--- src/rtl/box_minus_box_slab_splitter_top_macros.svh ---
// Assertion macros for the top-level RTL file, which checks its own behavior.
// Define NO_ASSERTIONS to compile the checks out.
`ifndef BOX_MINUS_BOX_SLAB_SPLITTER_TOP_MACROS_SVH
`define BOX_MINUS_BOX_SLAB_SPLITTER_TOP_MACROS_SVH
`ifndef NO_ASSERTIONS
// Same-cycle implication, sampled on the rising clock edge outside reset.
`define BMB_ASSERT_IMPLY(lbl, ante, cons) \
  lbl: assert property (@(posedge clk) disable iff (!rst_n) (ante) |-> (cons)) \
    else $error("same-cycle implication violated");
// Next-cycle implication, sampled on the rising clock edge outside reset.
`define BMB_ASSERT_NEXT(lbl, ante, cons) \
  lbl: assert property (@(posedge clk) disable iff (!rst_n) (ante) |=> (cons)) \
    else $error("next-cycle implication violated");
`else
`define BMB_ASSERT_IMPLY(lbl, ante, cons)
`define BMB_ASSERT_NEXT(lbl, ante, cons)
`endif
`endif

--- src/rtl/bmb_pkg.sv ---
`timescale 1ns / 1ps
package bmb_pkg;

  localparam int NUM_AXES   = 3;
  localparam int NUM_PLANES = 6;
  localparam int COORD_W    = 32;
  localparam int TEX_W      = 16;
  // The cut plane lies strictly inside the box, so the ratio stays below 1.0.
  localparam int QUO_BITS   = 15;
  localparam int DEN_W      = COORD_W + 1;
  localparam int REM_W      = COORD_W + 2;
  localparam int CFG_IDX_W  = 3;

  localparam logic [TEX_W-1:0] TEX_ONE = 16'h8000;

  // Configuration register indexes.
  localparam logic [CFG_IDX_W-1:0] REG_AREA_MIN_X = 3'd0;
  localparam logic [CFG_IDX_W-1:0] REG_AREA_MIN_Y = 3'd1;
  localparam logic [CFG_IDX_W-1:0] REG_AREA_MIN_Z = 3'd2;
  localparam logic [CFG_IDX_W-1:0] REG_AREA_MAX_X = 3'd3;
  localparam logic [CFG_IDX_W-1:0] REG_AREA_MAX_Y = 3'd4;
  localparam logic [CFG_IDX_W-1:0] REG_AREA_MAX_Z = 3'd5;

  // Plane order: left, right, top, bottom, front, back.
  localparam logic [NUM_PLANES-1:0][1:0] PLANE_AXIS =
    {2'd2, 2'd2, 2'd1, 2'd1, 2'd0, 2'd0};
  localparam logic [NUM_PLANES-1:0] PLANE_IS_MIN = 6'b101001;

  typedef struct packed {
    logic [NUM_AXES-1:0][COORD_W-1:0] lo;
    logic [NUM_AXES-1:0][COORD_W-1:0] hi;
    logic [NUM_AXES-1:0][TEX_W-1:0]   tlo;
    logic [NUM_AXES-1:0][TEX_W-1:0]   thi;
  } slab_t;

  typedef struct packed {
    logic signed [31:0] box_min_x;
    logic signed [31:0] box_min_y;
    logic signed [31:0] box_min_z;
    logic signed [31:0] box_max_x;
    logic signed [31:0] box_max_y;
    logic signed [31:0] box_max_z;
  } in_t;

  typedef struct packed {
    logic signed [31:0] piece_min_x;
    logic signed [31:0] piece_min_y;
    logic signed [31:0] piece_min_z;
    logic signed [31:0] piece_max_x;
    logic signed [31:0] piece_max_y;
    logic signed [31:0] piece_max_z;
    logic [31:0]        tex_s_pair;
    logic [31:0]        tex_t_pair;
    logic [31:0]        tex_p_pair;
    logic               last_piece;
  } out_t;

  // Transaction state while the texture ratios are being divided out.
  typedef struct packed {
    slab_t                                 cur;
    logic [NUM_PLANES-1:0][REM_W-1:0]      rem;
    logic [NUM_AXES-1:0][DEN_W-1:0]        den;
    logic [NUM_PLANES-1:0][QUO_BITS-1:0]   quo;
  } div_item_t;

  // Transaction state while it is cut against the planes.
  typedef struct packed {
    slab_t                                 cur;
    logic [NUM_PLANES-1:0][QUO_BITS-1:0]   quo;
    logic                                  stop;
    logic [NUM_PLANES-1:0]                 emit;
    slab_t [NUM_PLANES-1:0]                piece;
  } plane_item_t;

  // Handshake between the emitter and the cell chain.
  typedef struct packed {
    logic adv;
    logic busy;
  } emit_ctl_t;

endpackage

--- src/rtl/bmb_div_cell.sv ---
`timescale 1ns / 1ps
module bmb_div_cell (
  input  logic                clk,
  input  logic                rst_n,
  input  logic                adv,
  input  logic                in_vld,
  input  bmb_pkg::div_item_t  in_item,
  output logic                out_vld,
  output bmb_pkg::div_item_t  out_item
);
  import bmb_pkg::*;

  logic      vld_r;
  div_item_t item_r;
  div_item_t item_nxt;

  // One restoring-division step per plane lane.
  always_comb begin
    logic [REM_W-1:0] r2;
    logic [REM_W-1:0] dd;
    item_nxt = in_item;
    for (int k = 0; k < NUM_PLANES; k++) begin
      r2 = {in_item.rem[k][REM_W-2:0], 1'b0};
      dd = {1'b0, in_item.den[PLANE_AXIS[k]]};
      if (r2 >= dd) begin
        item_nxt.rem[k] = r2 - dd;
        item_nxt.quo[k] = {in_item.quo[k][QUO_BITS-2:0], 1'b1};
      end else begin
        item_nxt.rem[k] = r2;
        item_nxt.quo[k] = {in_item.quo[k][QUO_BITS-2:0], 1'b0};
      end
    end
  end

  // Cell registers move with the whole chain.
  always_ff @(posedge clk) begin
    if (!rst_n) begin
      vld_r <= 1'b0;
    end else if (adv) begin
      vld_r <= in_vld;
    end
  end

  always_ff @(posedge clk) begin
    if (adv) begin
      item_r <= item_nxt;
    end
  end

  assign out_vld  = vld_r;
  assign out_item = item_r;

endmodule

--- config.mk ---
export PLATFORM = sky130hd
export DESIGN_NAME = bmb_div_cell
export DESIGN_NICKNAME = d
export VERILOG_FILES = /design/src/rtl/box_minus_box_slab_splitter_top_macros.svh /design/src/rtl/bmb_pkg.sv /design/src/rtl/bmb_div_cell.sv
export SDC_FILE = /design/constraint.sdc
export NUM_CORES = 1
export LEC_CHECK = 0
export ABC_AREA = 1
export BUFFER_PORTS_ARGS = -buffer_cell sky130_fd_sc_hd__clkbuf_2
export CAP_MARGIN = 10
export CORE_AREA = 2 2 530 532
export DETAILED_ROUTE_END_ITERATION = 12
export DIE_AREA = 0 0 532 534
export SETUP_SLACK_MARGIN = 0.2
export SYNTH_ARGS = -nofsm -noshare
export SYNTH_HDL_FRONTEND = slang
export SYNTH_SLANG_ARGS = --single-unit
--- constraint.sdc ---
create_clock -name clk -period 4.1 [get_ports clk]
set_input_delay 0.615 -clock clk [delete_from_list [all_inputs] [get_ports clk]]
set_output_delay 0.615 -clock clk [all_outputs]
set_load 0.02 [all_outputs]
### Yosys cells after proc, flatten, opt, wreduce, memory -nomap -nowiden

Index checks and enable logic that the tools add are counted.

* input port bits: 685
* register bits: 682

* $lt $le $gt $ge: 6
* add/subtract/negate cells: 6
* mux-type cells: 12

Operator list (number)
* $ge 34x33->1: 6
* $mux 34: 6
* $sub 34x33->34: 6
* $mux 1: 6

### Depth between registers and ports, before layout

* depth after elaboration: 2
* mapped depth: 16

### Least setup slack after synthesis

No wires, ideal clock.

* kind: input to register
* start point: input port in_item[164] (netlist bit)
* end point: register item_r (netlist bit out_item[352]), data pin
* arrival time: 2.030 ns
* cell stages on the path: 13
* path slack: 1.818 ns
* required time: 3.848 ns
* path buffers: 1
* cells stage by stage: inv_1 > ha_1 > nand2_1 > inv_1 > a21oi_1 > nand3_2 > nand2_1 > nand2_2 > nand3_1 > nand2_2 > buf_6 > nand2_1 > nand2_1

RTL lines
* start: declaration: line bmb_div_cell.sv:7 `input bmb_pkg::div_item_t in_item,`
* end signal: assignment: line bmb_div_cell.sv:46 `item_r <= item_nxt;`
* end: declaration: line bmb_div_cell.sv:14 `div_item_t item_r;`

==> flow_metrics.py <==
metrics = {
    "worst_setup_path": {
        "cp_common_cell": "nand2_1",
        "crit_cells": 13,
        "critPathTopFamily": "simple AND/OR/NAND/NOR gates",
        "worstSetupStartpointType": "input pin",
        "crit_path_max_incr_delay_ns": 0.80,
        "required_ns": 4.62,
        "timing.rr.end": "out_vld",
        "path_buf_inv": 3,
        "cp_max_fo": 4,
        "worstSetupEndpointType": "flop",
        "crit_path_end": "out_item[252]",
        "worst-setup-path-type": "in2reg",
        "arrival_ns": 3.66,
        "cp_slowest_cell": "o21ai_0",
        "r2r_slack_ns": 2.88,
        "startpoint": "in_item[101]",
        "rr_worst_depth": 3,
        "path_cells": "dlygate4sd3_1 > clkbuf_2 > inv_1 > ha_1 > nand2_1 > nor2_1 > nand2_1 > o21ai_0 > nand2_1 > nand2_1 > nand2_1 > nand3_1 > nand2_1",
        "r2r_start": "out_vld",
    },
    "placed_design": {
        "place_congestion": 1.01,
        "io_buffers": 1354,
        "dp_hpwl_mm": 259,
    },
    "logic_synthesis": {
        "synth_seq_cells": 682,
        "yosysMostFrequentCell": "nand2_1",
        "ys_warn_count": 0,
        "ys.flop_type": "edfxtp_1",
        "syn_inst": 4612,
        "synth_fp_nets": 5501,
        "netlist_area_um2": 39100,
        "async_flop_share_pct": 0,
        "yosys.area.top_type": "edfxtp_1",
        "synth_area_leaders": "edfxtp_1 52%, nand2_1 18%, inv_1 7.3%",
        "ys_seq_area_share_pct": 52.4,
        "synth_commonest_cells": "1890 x nand2_1, 757 x inv_1, 681 x edfxtp_1",
        "synth_cell_types": 41,
        "synth_top_area_share_pct": 52.3,
        "syn_avg_cell_area_um2": 8.48,
        "synth_edf_count": 681,
    },
    "clock_network": {
        "cts_tree": "done",
        "post_cts_buffers": 0,
        "clk_pin_slew_ns": 0.06,
        "htree_num_levels": 3,
        "clock_latency_ns": 0.76,
        "cts_buffers": 94,
        "root_buffer": "clkbuf_16",
        "cts.sinks": 682,
        "clock_path_buffers": 4,
    },
    "floorplanning": {
        "start_util_pct": 14.0,
        "die_area_um2": 284000,
        "die_y_um": 534,
        "die_w_um": 532,
        "coreArea_um2": 278000,
        "rows": 194,
        "ios": 1367,
    },
    "routing": {
        "routedWlPerCell_um": 28.4,
        "viasPerCell": 3.81,
        "vias": 39400,
        "postRouteAntennaNets": 0,
        "drc": 0,
        "drt-initial-drc-count": 2899,
        "first_pass_iters": 6,
        "drt-total-wl_mm": 293,
    },
    "global_routing": {
        "grtUsageTotal_pct": 19.9,
        "antenna_found_initial": 159,
        "gr-total-overflow": 0,
        "grt_max_degree": 75,
        "grt_pass1_vias": 37300,
        "grt_pass1_wl_mm": 371,
    },
    "run_status": {
        "status": "complete, no violations",
    },
    "run": {
        "cap_violations": 0,
    },
    "timing": {
        "maxSlewViolCount": 0,
        "tightest_slew_ns": 1.01,
        "fin_crit_sh_pct": 76.7,
        "finalHoldViolCount": 0,
        "finClkSkew_ns": 0,
        "holdWs_ns": 0.0843,
        "rsz0062_at_grt": "false",
        "clock.fmax_mhz": 318,
        "setup_viol": 0,
        "tns_ns": 0,
        "timing.final.crit_period_ns": 3.15,
        "relSlewSlack_pct": 32.3,
    },
    "final_layout": {
        "syn2layout_area_growth_pct": 48.1,
        "multi_input_area_um2": 15400,
        "drive_above_1_share_pct": 24.9,
        "fin_nets": 7372,
        "seqCellArea_um2": 20500,
        "n_fill_cell": 31100,
    },
    "power_and_ir_drop": {
        "leakagePower_nw": 28.2,
        "power_density_nw_per_um2": 416,
        "ir_drop_v": 0.000299,
        "finalPower_mw": 24.1,
    },
    "worst_hold_path": {
        "worstHoldPathType": "in2reg",
    },
}
layout make-up:
class,count,area share (%)
diodes,53,0.229
clock buffers,108,4.17
clock inverters,56,1.07
inverters,761,4.93
multi-input cells,3133,26.5
flip-flops and latches,682,35.4
well taps,3724,8.05
repair buffers,1811,19.7
where the power goes:
part | switching (mW) | total (mW) | internal, mW
Combinational | 4.83 | 6.73 | 1.90
Sequential | 0.349 | 8.90 | 8.55
Clock | 3.52 | 8.43 | 4.92
state kept, by name, summed over array words and instances (netlist names):
| register | count |
|---|---|
| out_vld | 1 |
| out_item | 681 |
per-layer routing:
metal / track usage [%] / share of wire [%] / up-vias / wire length (um)
li1: - / - / 18500 / -
met1: 22.9 / 39 / 18500 / 114000
met2: 32.3 / 45 / 1875 / 132000
met3: 9.92 / 12 / 388 / 36300
met4: 5.91 / 3.6 / 44 / 10500
met5: 0 / 0.097 / - / 284
metrics by stage:
step	setup slack (ns)	std cells	utilization [%]	instance area (um^2)
after CTS	1.03	10300	20.8	57800
final	0.954	10300	20.8	57900
after detailed placement	0.785	9690	18.1	50500
after global placement	0.802	9690	18.1	50500
after floorplan	1.82	4612	-	39100
after global routing	0.821	10300	20.8	57800
worst min-delay path by stage:
stage	slack (ns)	start	to	cells past startpoint
CTS	0.0003	in_item[547]	out_item[547]	1
global placement	0.53	out_vld	out_vld	2
detailed placement	0.54	out_vld	out_vld	2
global route	0.03	in_item[65]	out_item[66]	1
finish	0.08	in_item[186]	out_item[186]	1
floorplan	0.61	out_vld	out_vld	2
what timing repair did:
| item | CTS | global route |
|---|---|---|
| hold endpoints to repair | 420 | 0 |
| gates resized for setup | 0 | 0 |
| hold buffers | 421 | 0 |
placed cells by master (no fill, tap or decap), types with 11 or more instances in the layout:
cell type,count
o21ai_0,45
o21bai_1,23
nand2_2,29
nor2_1,323
clkbuf_16,94
nand3_1,170
edfxtp_1,681
nor2_2,25
nor3_1,26
dlygate4sd3_1,421
nand4_1,42
bufinv_16,11
xor2_1,82
clkinv_2,13
nand3b_1,29
diode_2,53
inv_1,757
nand2_1,1890
buf_4,27
a21oi_1,154
clkbuf_2,1353
clkinv_1,14
clkbuf_1,13
xnor2_1,14
ha_1,198
kinds of logic after synthesis:
| kind of cell | Yosys count | synth area share, % |
|---|---|---|
| AND/OR/NAND/NOR | 2585 | 27.0 |
| AO/OA/AOI/OAI | 248 | 3.51 |
| adder cells (fa/ha/maj) | 204 | 6.64 |
| XOR/XNOR | 96 | 2.15 |
| buffers and inverters | 797 | 8.34 |
| flip-flops | 682 | 52.4 |
Power figures use the tool's default switching activity.
